[src/design/ptg_pkg.sv]
// ----------------------------------------------------------------------------
// ptg_pkg: shared types and constants of the pulse-train generator
// Item and result payloads, the channel table entry and the step result.
// ----------------------------------------------------------------------------
package ptg_pkg;

    localparam int CHANNELS = 8;
    localparam int CH_W     = (CHANNELS > 1) ? $clog2(CHANNELS) : 1;

    localparam logic [7:0] UNLIMITED_PULSES = 8'hFF;

    localparam logic [1:0] FUNC_SCAN   = 2'd0;
    localparam logic [1:0] FUNC_LOAD   = 2'd1;
    localparam logic [1:0] FUNC_ENABLE = 2'd2;

    typedef struct packed {
        logic [1:0]  func;
        logic [2:0]  channel;
        logic        enable;
        logic [7:0]  pulse_count;
        logic [31:0] interval;
        logic [15:0] edge_count;
        logic [15:0] cycle_length;
        logic [15:0] start_phase;
        logic [31:0] now;
    } item_t;

    typedef struct packed {
        logic [2:0] channel_out;
        logic       level;
        logic       last;
    } result_t;

    // one channel table entry
    typedef struct packed {
        logic [7:0]  pulses_left;
        logic [31:0] step_interval;
        logic [15:0] high_limit;
        logic [15:0] cycle_limit;
        logic [15:0] phase;
        logic [31:0] last_step_time;
        logic        out_level;
    } entry_t;

    typedef struct packed {
        logic   fire;
        logic   level;
        entry_t next;
    } step_t;

endpackage

[src/design/ptg_chan_mem.sv]
// ----------------------------------------------------------------------------
// ptg_chan_mem: channel table memory
// One write port, one registered read port; per-entry valid bits make an
// entry that was never written read as all zero.
// ----------------------------------------------------------------------------
module ptg_chan_mem
(
    input  logic                        clk,
    input  logic                        rst_n,
    input  logic                        rd_en,
    input  logic [ptg_pkg::CH_W-1:0]    rd_addr,
    output ptg_pkg::entry_t             rd_data,
    input  logic                        wr_en,
    input  logic [ptg_pkg::CH_W-1:0]    wr_addr,
    input  ptg_pkg::entry_t             wr_data
);

    ptg_pkg::entry_t                  mem [ptg_pkg::CHANNELS];
    ptg_pkg::entry_t                  rd_q_reg;
    logic [ptg_pkg::CHANNELS-1:0]     valid_reg;
    logic                             rd_vld_reg;

    always_ff @(posedge clk)
    begin
        if (wr_en)
        begin
            mem[wr_addr] <= wr_data;
        end
        if (rd_en)
        begin
            rd_q_reg <= mem[rd_addr];
        end
    end

    always_ff @(posedge clk or negedge rst_n)
    begin
        if (!rst_n)
        begin
            valid_reg  <= '0;
            rd_vld_reg <= 1'b0;
        end
        else
        begin
            if (wr_en)
            begin
                valid_reg[wr_addr] <= 1'b1;
            end
            if (rd_en)
            begin
                rd_vld_reg <= valid_reg[rd_addr];
            end
        end
    end

    assign rd_data = rd_vld_reg ? rd_q_reg : '0;

endmodule

[src/design/ptg_step_unit.sv]
// ----------------------------------------------------------------------------
// ptg_step_unit: one channel step
// Decides whether a channel steps at the scan time and computes its level
// and the updated table entry.
// ----------------------------------------------------------------------------
module ptg_step_unit
(
    input  ptg_pkg::entry_t  entry,
    input  logic             chan_on,
    input  logic [31:0]      now,
    output ptg_pkg::step_t   step
);

    logic [31:0] elapsed;
    logic [15:0] phase_inc;
    logic        wrap;

    always_comb
    begin
        elapsed   = now - entry.last_step_time;
        phase_inc = entry.phase + 16'd1;
        wrap      = phase_inc > entry.cycle_limit;

        step.fire  = chan_on && (entry.pulses_left != 8'd0)
                     && (elapsed >= entry.step_interval);
        step.level = entry.phase <= entry.high_limit;

        step.next                = entry;
        step.next.last_step_time = now;
        step.next.out_level      = step.level;
        step.next.phase          = wrap ? 16'd0 : phase_inc;
        if (wrap && entry.pulses_left != ptg_pkg::UNLIMITED_PULSES)
        begin
            step.next.pulses_left = entry.pulses_left - 8'd1;
        end
    end

endmodule

[src/design/multichannel_pulse_train_generator_top.sv]
// ----------------------------------------------------------------------------
// multichannel_pulse_train_generator_top: pulse-train channel table
// Load, enable and scan items against a table of pulse-train channels held
// in a synchronous memory; a scan steps each due channel once.
//
//   channel   direction  payload   handshake
//   item      in         item_t    item_valid / item_ready
//   result    out        result_t  result_valid / result_ready
//
// enable items are applied at accept; load items read the memory, then write back
// a scan passes through the accept, one memory read per channel (written back
//   when the channel fires), and the flush state that sends the final result
// a stalled result port holds the scan on its current channel
// reset clears enables and the table valid bits, so every entry reads zero
// ----------------------------------------------------------------------------
module multichannel_pulse_train_generator_top
(
    input  logic              clk,
    input  logic              rst_n,
    input  logic              item_valid,
    output logic              item_ready,
    input  ptg_pkg::item_t    item,
    output logic              result_valid,
    input  logic              result_ready,
    output ptg_pkg::result_t  result
);

    localparam logic [1:0] S_IDLE  = 2'd0;
    localparam logic [1:0] S_LOAD  = 2'd1;
    localparam logic [1:0] S_SCAN  = 2'd2;
    localparam logic [1:0] S_FLUSH = 2'd3;

    localparam logic [ptg_pkg::CH_W-1:0] LAST_CH = ptg_pkg::CH_W'(ptg_pkg::CHANNELS - 1);

    logic [1:0]                       state_reg, state_next;
    logic [ptg_pkg::CH_W-1:0]         cur_reg, cur_next;
    logic [ptg_pkg::CHANNELS-1:0]     enable_reg;
    ptg_pkg::item_t                   item_reg;
    logic                             pend_valid_reg, pend_valid_next;
    logic [2:0]                       pend_ch_reg;
    logic                             pend_lvl_reg;
    logic                             result_valid_reg, result_valid_next;
    ptg_pkg::result_t                 result_reg;

    logic                             accept;
    logic                             in_range;
    logic                             rd_en, wr_en;
    logic [ptg_pkg::CH_W-1:0]         rd_addr, wr_addr;
    ptg_pkg::entry_t                  rd_data, wr_data, load_entry;
    ptg_pkg::step_t                   step;
    logic                             out_free, stall, advance;
    logic                             push_mid, push_last;

    ptg_chan_mem u_mem
    (
        .clk     (clk),
        .rst_n   (rst_n),
        .rd_en   (rd_en),
        .rd_addr (rd_addr),
        .rd_data (rd_data),
        .wr_en   (wr_en),
        .wr_addr (wr_addr),
        .wr_data (wr_data)
    );

    ptg_step_unit u_step
    (
        .entry   (rd_data),
        .chan_on (enable_reg[cur_reg]),
        .now     (item_reg.now),
        .step    (step)
    );

    assign item_ready   = (state_reg == S_IDLE);
    assign accept       = item_valid && item_ready;
    assign in_range     = 32'(item.channel) < ptg_pkg::CHANNELS;
    assign result_valid = result_valid_reg;
    assign result       = result_reg;

    assign out_free  = !result_valid_reg || result_ready;
    assign stall     = step.fire && pend_valid_reg && !out_free;
    assign advance   = (state_reg == S_SCAN) && !stall;
    assign push_mid  = advance && step.fire && pend_valid_reg;
    assign push_last = (state_reg == S_FLUSH) && pend_valid_reg && out_free;

    // memory read port: first entry at scan accept, the addressed entry at load accept, next entry while scanning
    always_comb
    begin
        rd_en   = 1'b0;
        rd_addr = '0;
        if (state_reg == S_SCAN)
        begin
            rd_en   = advance && (cur_reg != LAST_CH);
            rd_addr = cur_reg + 1'b1;
        end
        else if (accept)
        begin
            rd_en   = (item.func == ptg_pkg::FUNC_SCAN)
                      || ((item.func == ptg_pkg::FUNC_LOAD) && in_range);
            rd_addr = (item.func == ptg_pkg::FUNC_LOAD) ? ptg_pkg::CH_W'(item.channel) : '0;
        end
    end

    always_comb
    begin
        load_entry               = rd_data;
        load_entry.pulses_left   = item_reg.pulse_count;
        load_entry.step_interval = item_reg.interval;
        load_entry.high_limit    = item_reg.edge_count;
        load_entry.cycle_limit   = item_reg.cycle_length;
        load_entry.phase         = item_reg.start_phase;
    end

    always_comb
    begin
        if (state_reg == S_LOAD)
        begin
            wr_en   = 1'b1;
            wr_addr = ptg_pkg::CH_W'(item_reg.channel);
            wr_data = load_entry;
        end
        else
        begin
            wr_en   = advance && step.fire;
            wr_addr = cur_reg;
            wr_data = step.next;
        end
    end

    always_comb
    begin
        state_next = state_reg;
        cur_next   = cur_reg;
        unique case (state_reg)
            S_IDLE:
            begin
                if (accept && item.func == ptg_pkg::FUNC_SCAN)
                begin
                    state_next = S_SCAN;
                    cur_next   = '0;
                end
                else if (accept && item.func == ptg_pkg::FUNC_LOAD && in_range)
                begin
                    state_next = S_LOAD;
                end
            end
            S_LOAD:
            begin
                state_next = S_IDLE;
            end
            S_SCAN:
            begin
                if (advance)
                begin
                    if (cur_reg == LAST_CH)
                    begin
                        state_next = S_FLUSH;
                    end
                    else
                    begin
                        cur_next = cur_reg + 1'b1;
                    end
                end
            end
            S_FLUSH:
            begin
                if (!pend_valid_reg || out_free)
                begin
                    state_next = S_IDLE;
                end
            end
            default:
            begin
                state_next = S_IDLE;
            end
        endcase
    end

    always_comb
    begin
        pend_valid_next = pend_valid_reg;
        if (advance && step.fire)
        begin
            pend_valid_next = 1'b1;
        end
        else if (push_last)
        begin
            pend_valid_next = 1'b0;
        end

        result_valid_next = result_valid_reg;
        if (push_mid || push_last)
        begin
            result_valid_next = 1'b1;
        end
        else if (result_ready)
        begin
            result_valid_next = 1'b0;
        end
    end

    always_ff @(posedge clk or negedge rst_n)
    begin
        if (!rst_n)
        begin
            state_reg        <= S_IDLE;
            cur_reg          <= '0;
            enable_reg       <= '0;
            pend_valid_reg   <= 1'b0;
            result_valid_reg <= 1'b0;
        end
        else
        begin
            state_reg        <= state_next;
            cur_reg          <= cur_next;
            pend_valid_reg   <= pend_valid_next;
            result_valid_reg <= result_valid_next;
            if (accept && item.func == ptg_pkg::FUNC_ENABLE && in_range)
            begin
                enable_reg[ptg_pkg::CH_W'(item.channel)] <= item.enable;
            end
        end
    end

    // payload registers
    always_ff @(posedge clk)
    begin
        if (accept)
        begin
            item_reg <= item;
        end
        if (advance && step.fire)
        begin
            pend_ch_reg  <= 3'(cur_reg);
            pend_lvl_reg <= step.level;
        end
        if (push_mid || push_last)
        begin
            result_reg.channel_out <= pend_ch_reg;
            result_reg.level       <= pend_lvl_reg;
            result_reg.last        <= push_last;
        end
    end

    // a scan never returns to idle with a result still held back
    a_no_pend_idle: assert property (@(posedge clk) disable iff (!rst_n)
        state_reg == S_IDLE |-> !pend_valid_reg)
        else $error("pending result left behind at end of scan");

    // the scan visits channels in order, one per advancing cycle
    a_cur_step: assert property (@(posedge clk) disable iff (!rst_n)
        advance && cur_reg != LAST_CH |=> cur_reg == $past(cur_reg) + 1'b1)
        else $error("scan channel did not advance by one");

    // a stalled scan keeps the entry it is working on
    a_stall_hold: assert property (@(posedge clk) disable iff (!rst_n)
        state_reg == S_SCAN && stall |=> $stable(rd_data) && state_reg == S_SCAN)
        else $error("table entry changed during stall");

    // the final result of a scan is only sent from the flush state
    a_last_flush: assert property (@(posedge clk) disable iff (!rst_n)
        push_mid |-> !push_last && state_reg == S_SCAN)
        else $error("mid-scan transfer outside scan state");

    // pending pushes never overwrite an unsent result
    a_no_overrun: assert property (@(posedge clk) disable iff (!rst_n)
        (push_mid || push_last) |-> out_free)
        else $error("result register overwritten before transfer");

endmodule
[config.mk]
export PLATFORM = sky130hd
export DESIGN_NAME = multichannel_pulse_train_generator_top
export DESIGN_NICKNAME = d
export VERILOG_FILES = /design/src/design/ptg_pkg.sv /design/src/design/ptg_chan_mem.sv /design/src/design/ptg_step_unit.sv /design/src/design/multichannel_pulse_train_generator_top.sv
export SDC_FILE = /design/constraint.sdc
export NUM_CORES = 2
export LEC_CHECK = 0
export BUFFER_PORTS_ARGS = -buffer_cell sky130_fd_sc_hd__buf_2
export CAP_MARGIN = 40
export CORE_ASPECT_RATIO = 0.75
export CORE_MARGIN = 4
export CORE_UTILIZATION = 55
export CTS_BUF_LIST = sky130_fd_sc_hd__clkbuf_8
export CTS_CLUSTER_SIZE = 14
export DETAILED_ROUTE_END_ITERATION = 6
export PLACE_DENSITY = 0.71
export SYNTH_ARGS = -nofsm -noshare
export SYNTH_HDL_FRONTEND = slang
export SYNTH_SLANG_ARGS = --single-unit
[constraint.sdc]
create_clock -name clk -period 11.8 [get_ports clk]
set_clock_uncertainty 0.1 [all_clocks]
set_input_delay 0.59 -clock clk [delete_from_list [all_inputs] [get_ports clk]]
set_output_delay 0.59 -clock clk [all_outputs]
set_load 0.01 [all_outputs]
# [After elaboration in Yosys (flattened, before gate mapping)]
# Memory sizes are Yosys's and may differ from the RTL's. A register that Yosys moved wholly into a read port is not among the register bits.
# Index checks and enable logic that the tools add are counted.
[totals] elab_cells=117 mem_bits_rw=968 regBits=156 memories=1
[classes] n_addsub=4 n_lt_le_gt_ge=9 n_mux=36 reduce_logical=33 bitwise_logic=1 n_eq_ne=14
[memory_table] name="u_mem.mem" depth=8 word_bits=121 rd=1 rd_clocked_by_memory_dff=1 wr=1 line_no="ptg_chan_mem.sv:18" rtl="ptg_pkg::entry_t mem [ptg_pkg::CHANNELS];"
[ops] op="$mux W121" count=2
[ops] op="$ge A32 B32 Y1" count=1
[ops] op="$sub A32 B32 Y32" count=1
[ops] op="$mux W3" count=7
[ops] op="$logic_and A1 B1 Y1" count=17
[ops] op="$add A16 B1 Y16 const B" count=1
[ops] op="$gt A16 B16 Y1" count=1
[ops] op="$le A16 B16 Y1" count=1
[ops] op="$lt A3 B4 Y1 const B" count=4
[ops] op="$mux W16" count=1
[ops] op="$mux W1" count=13
[ops] op="$mux W2" count=5
[ops] op="$bwmux W8" count=1
[ops] op="$mux W8" count=1
[ops] op="$ne A8 B8 Y1 const B" count=1
[ops] op="$or A8 B8 Y8" count=1
[ops] op="$pmux W2 S4" count=1
[ops] op="$reduce_and A4 Y1" count=2
[ops] op="$reduce_bool A8 Y1" count=1
[ops] op="$sub A8 B1 Y8 const B" count=1
[ops] op="$bmux W1 S3" count=2
[ops] op="$demux W1 S3" count=2
[ops] op="$eq A2 B2 Y1 const B" count=3
[ops] op="$ge A3 B1 Y1 const B" count=2
[ops] op="12 further kinds" count=25

# [Logic depth before layout (Yosys ltp)]
[depth] ltp_word=12 ltp_mapped=25 ltp_nobuf=23

# [Modules after synthesis]
# From an unflattened synthesis, not the netlist that was laid out.
[unflattened] hier_cells=2749 area_unflattened_um2=52912.0
[modules_own_cells] mod="ptg_chan_mem" cells_per_inst=1692 area_each_um2=41750.0 n_inst=1
[modules_own_cells] mod="multichannel_pulse_train_generator_top" cells_per_inst=371 area_each_um2=6406.1 n_inst=1
[modules_own_cells] mod="ptg_step_unit" cells_per_inst=686 area_each_um2=4755.8 n_inst=1

# [Worst setup path after synthesis]
# OpenSTA, ideal clock, no wires.
[synth_path] kind="reg-to-reg" startpoint="register u_mem.rd_vld_reg" endpoint="memory u_mem.mem[4][100] in the netlist's numbering (enable)" required_time_ns=11.099 stages_incl_launch_ff=23 setup_time_ns=0.601 arrival_ns=9.441 path_buffers=3 synth_period_minus_slack_ns=10.142 path_slack_ns=1.658 path_cell_list="dfrtp_1 buf_2 clkbuf_1 clkbuf_1 nand2_1 ha_1 a21o_1 or3_1 o21ai_2 o41a_1 a41oi_2 nor2b_4 a21oi_4 a31oi_4 xnor2_1 ha_1 nand4_1 nor3_1 nand2_1 a311oi_1 o21a_4 a22oi_4 nor2_1"
[synth_between] elab_chain_len=12 word_cells_on_any_way=14 cone_classes="add/sub (1); order compare (1); mux (4); reduce/logical (8)"
[synth_rtl] element="start, declared" line_no="ptg_chan_mem.sv:21" rtl="logic rd_vld_reg;"
[synth_rtl] element="start signal, assigned" line_no="ptg_chan_mem.sv:50" rtl="rd_vld_reg <= valid_reg[rd_addr];"
[synth_rtl] element="$mux W121 (*)" line_no="ptg_chan_mem.sv:55" rtl="assign rd_data = rd_vld_reg ? rd_q_reg : '0;"
[synth_rtl] element="$sub A32 B32 Y32 / $reduce_bool A8 Y1 (equally long branches)" line_no="ptg_step_unit.sv:20, ptg_step_unit.sv:24"
[synth_rtl] element="$ge A32 B32 Y1 / $logic_and A1 B1 Y1 (equally long branches)" line_no="ptg_step_unit.sv:25, ptg_step_unit.sv:24"
[synth_rtl] element="$logic_and A1 B1 Y1 (*)" line_no="ptg_step_unit.sv:25" rtl="&& (elapsed >= entry.step_interval);"
[synth_rtl] element="$logic_and A1 B1 Y1 (2 in series)" line_no="multichannel_pulse_train_generator_top.sv:81" rtl="assign stall = step.fire && pend_valid_reg && !out_free;"
[synth_rtl] element="$logic_not A1 Y1" line_no="multichannel_pulse_train_generator_top.sv:82" rtl="assign advance = (state_reg == S_SCAN) && !stall;"
[synth_rtl] element="$logic_and A1 B1 Y1" line_no="multichannel_pulse_train_generator_top.sv:82"
[synth_rtl] element="$logic_and A1 B1 Y1 (*)" line_no="multichannel_pulse_train_generator_top.sv:124" rtl="wr_en = advance && step.fire;"
[synth_rtl] element="$mux W1 (*)" line_no="multichannel_pulse_train_generator_top.sv:116" rtl="if (state_reg == S_LOAD)"
[synth_rtl] element="$mux W1 (*)" line_no="ptg_chan_mem.sv:25" rtl="if (wr_en)"
[synth_rtl] element="$mux W1 (implied by the code) (*)" line_no="ptg_chan_mem.sv:27" rtl="mem[wr_addr] <= wr_data;"
[synth_rtl] element="end, declared" line_no="ptg_chan_mem.sv:18"
# Every way passes the cells marked *; elsewhere a longest branch is shown, timed or not.

# [Final worst setup path]
[layout_path] startpoint="register u_mem.rd_vld_reg" endpoint="memory u_mem.mem[1][31] in the netlist's numbering (enable)"
# The elaborated chain is that of the path after synthesis.

==> summary.md <==
| Metric | Value |
|---|---|
| Max incr delay on CP | `0.77 ns` |
| I/O pin total | `137` |
| Critical R2R Capture | `u_mem.mem[1][31]$_DFFE_PP_` |
| Layout cells sized above 1 | `0.104` |
| Final Power | `16700 uW` |
| CTS buffer count | `181` |
| Logic pwr share | `0.424` |
| Sequential Power Share | `0.386` |
| CP Launch Type | `flop` |
| HPWL after detailed placement | `69.6 mm` |
| Initial Utilization | `0.554` |
| CP Capture Type | `flop` |
| Post-synth net total | `4406` |
| Vias in the first global route | `32500` |
| Sw frac | `0.407` |
| Worst path required time | `12.17 ns` |
| DRC violations left | `0` |
| Routed length per instance | `22.1 um` |
| Maximum vdd drop | `352 uV` |
| Area leader, netlist | `edfxtp_1` |
| Die width | `362 um` |
| Maximum clock frequency | `0.129 GHz` |
| Rel. slew slack | `0.305` |
| Design Area, Final | `58100 um^2` |
| Chip height | `274 um` |
| Storage element area | `37000 um^2` |
| FF-to-FF Start | `u_mem.rd_vld_reg$_DFFE_PN0P_` |
| Fillers | `7141` |
| Clock sinks | `1236` |
| Synth top area share | `0.704` |
| GPL Wtd Cong | `0.849` |
| Synth warn | `0` |
| Setup violations, final | `0` |
| CTS max path bufs | `3` |
| Clk_lat worst skew | `0.88 ns` |
| Top cell by count, worst path | `buf_4` |
| Largest family of logic cells by synthesized area | `simple AND/OR/NAND/NOR gates` |
| Area share of fa/ha/maj cells after synthesis | `0.0251` |
| Syn Inst Count | `4173` |
| Least-Margin Pin Slew | `1.04 ns` |
| Synth Register Bits | `1236` |
| Synth Area in Compound Gates | `0.0482` |
| Worst Hold Class | `in2async` |
| Drt initial violations | `3684` |
| Clock Pin Slew Worst Setup and Hold Paths | `0.07 ns` |
| Clock Tree Root | `clkbuf_8` |
| Post-synthesis sequential area ratio | `0.716` |
| Core area | `93300 um^2` |
| Die Area | `99000 um^2` |
| Setup bufs post-CTS | `0` |
| Cell area after placement | `53500 um^2` |
| Final hold viol count | `0` |
| Crit path kind | `reg2reg` |
| XOR/XNOR Fraction of Synth Area | `0.00796` |
| Detailed Route WL | `129 mm` |
| Syn avg cell area | `12.4 um^2` |
| Worst slack at placement | `4.21 ns` |
| Footprint of the multi-input gates | `13500 um^2` |
| Vias per cell | `5.77` |
| Synth area leaders | `edfxtp_1, nand2_1, nand3_1` |
| Max FO, Critical Path | `62` |
| First-pass GRT wire length | `195 mm` |
| PnR worst setup slack | `4.08 ns` |
| Antenna violations before repair | `2` |
| RSZ-0062 raised after global routing | `no` |
| Distinct cells, synth | `76` |
| Final hold slack | `0.205 ns` |
| Lkg Pwr | `0.0216 uW` |
| Cell with the most instances after synthesis | `nand2_1` |
| Tot GR Track Use | `0.260` |
| FP Rows | `97` |
| Internal | `9900 uW` |
| CTS tree | `built` |
| H-tree levels | `4` |
| Sw Pwr | `6800 uW` |
| Final Slew Violations | `0` |
| Max reg flops | `960` |
| Async SR Flop Fraction | `0.0194` |
| WP data arrival | `8.09 ns` |
| Setup TNS | `0 ns` |
| Primary FF master, synth | `edfxtp_1` |
| Vias | `33600` |
| Total of max-cap violations | `0` |
| Power Density | `287 nW/um^2` |
| Largest net degree at the start of global routing | `191` |
| Crit-path cells | `buf_4 -> nand2_1 -> ha_1 -> and3_1 -> and4b_1 -> a211oi_1 -> a41oi_2 -> nor2b_4 -> a21oi_4 -> a31oi_4 -> xnor2_1 -> ha_1 -> nand4_1 -> nor3_1 -> nand2_1 -> a311oi_1 -> buf_2 -> o21a_4 -> a21oi_4 -> nor2_4 -> buf_4 -> buf_4` |
| Synth Area in Simple Gates | `0.175` |
| Fin crit period | `7.72 ns` |
| R2R cell count | `22` |
| Layout area overhead | `12.4%` |
| Layout Nets | `4692` |
| Most common library cells after synthesis | `nand2_1, edfxtp_1, nand3_1, buf_2, o21ai_1` |
| Outcome | `finished clean` |
| Port bufs | `136` |
| Mux cell area share after synthesis | `0.00358` |
| Post-synth EDFFs | `1212` |
| Antenna-violating nets left | `0` |
| Clock Power Share | `0.190` |
| Grt ovf | `0` |
| Detailed Routing Iterations Pass 1 | `6` |
| Fin crit share | `0.654` |
| Critical-path top delay cell | `buf_4` |
| Cell Area, Synth | `51700 um^2` |
| R2R setup slack | `4.08 ns` |
[placed cells by master, fill, tap and decap left out, drive strengths merged, types with 10 or more instances in the layout]
cell type    count
and2            22
xor2            22
nand3          617
edfxtp        1212
and3            10
clkinvlp        13
a21oi           45
nand4           19
dfrtp           24
nor2b           12
buf            209
nand2         1334
ha             102
inv             81
xnor2           25
o21bai          15
dlygate4sd3    128
nand2b          11
clkbuf         186
nor2            47
nor3            11
clkinv          49
o21a            12
a21o            31
o21ai          245
[power by group through the flow]
stage | Combinational (uW) | Clock, uW | Sequential, uW
floorplan | 4980 | 0 | 6490
global placement | 6740 | 0 | 6520
detailed placement | 6970 | 0 | 6520
CTS | 7040 | 3230 | 6430
global route | 7840 | 3450 | 6480
finish | 7080 | 3180 | 6440
[repair_timing]
| action | in CTS | in global routing |
|---|---|---|
| hold buffers | 128 | 0 |
| hold endpoints to repair | 158 | 0 |
| gates resized for setup | 0 | 0 |
[routing by layer]
metal	wire length, um	up-vias	global-route usage
li1	-	15600	-
met5	62	-	0.00490
met2	57600	1494	0.388
met3	12200	192	0.0607
met1	54200	16400	0.369
met4	4580	2	0.110
[cell families after synthesis]
group                      Yosys count
AOI/OAI and AO/OA                  407
xor gates and xnor gates            47
adders and majority gates          103
buffers and inverters              255
DFF                               1236
muxes                               15
and+or+nand+nor                   2110
[stage by stage]
stage	instances	utilization
5_1_grt	5830	0.622
4_1_cts	5823	0.622
6_report	5830	0.622
2_1_floorplan	4173	-
3_5_place_dp	5379	0.573
3_3_place_gp	5347	0.571
[layout make-up]
type,instances,share of cell area
timing repair buffer,341,0.0467
clock inverter,131,0.0122
antenna,1,0.0000431
inverter,17,0.00110
tap,1237,0.0266
sequential,1236,0.637
multi-input combinational,2682,0.233
clock buffer,185,0.0438
[how the worst max path moves through the flow]
stage	end	from	slack [ns]	cells past startpoint
after floorplan	u_mem.mem[4][100]$_DFFE_PP_	u_mem.rd_vld_reg$_DFFE_PN0P_	1.66	22
after global placement	u_mem.mem[0][16]$_DFFE_PP_	u_mem.rd_vld_reg$_DFFE_PN0P_	4.07	20
after detailed placement	u_mem.mem[1][25]$_DFFE_PP_	u_mem.rd_vld_reg$_DFFE_PN0P_	4.21	22
after CTS	u_mem.mem[1][36]$_DFFE_PP_	u_mem.rd_vld_reg$_DFFE_PN0P_	4.15	22
after global routing	u_mem.mem[1][36]$_DFFE_PP_	u_mem.rd_vld_reg$_DFFE_PN0P_	3.69	22
final	u_mem.mem[1][31]$_DFFE_PP_	u_mem.rd_vld_reg$_DFFE_PN0P_	4.08	22
[critical path: cells and delay by family (launching register included)]
| kind | cells | cell delay [ns] |
|---|---|---|
| buffers and inverters | 4 | 2.29 |
| DFF | 1 | 0.63 |
| xor gates and xnor gates | 1 | 0.15 |
| AOI/OAI and AO/OA | 7 | 1.70 |
| adders and majority gates | 2 | 0.72 |
| and+or+nand+nor | 8 | 1.64 |
(Power assumes the default switching activity.)
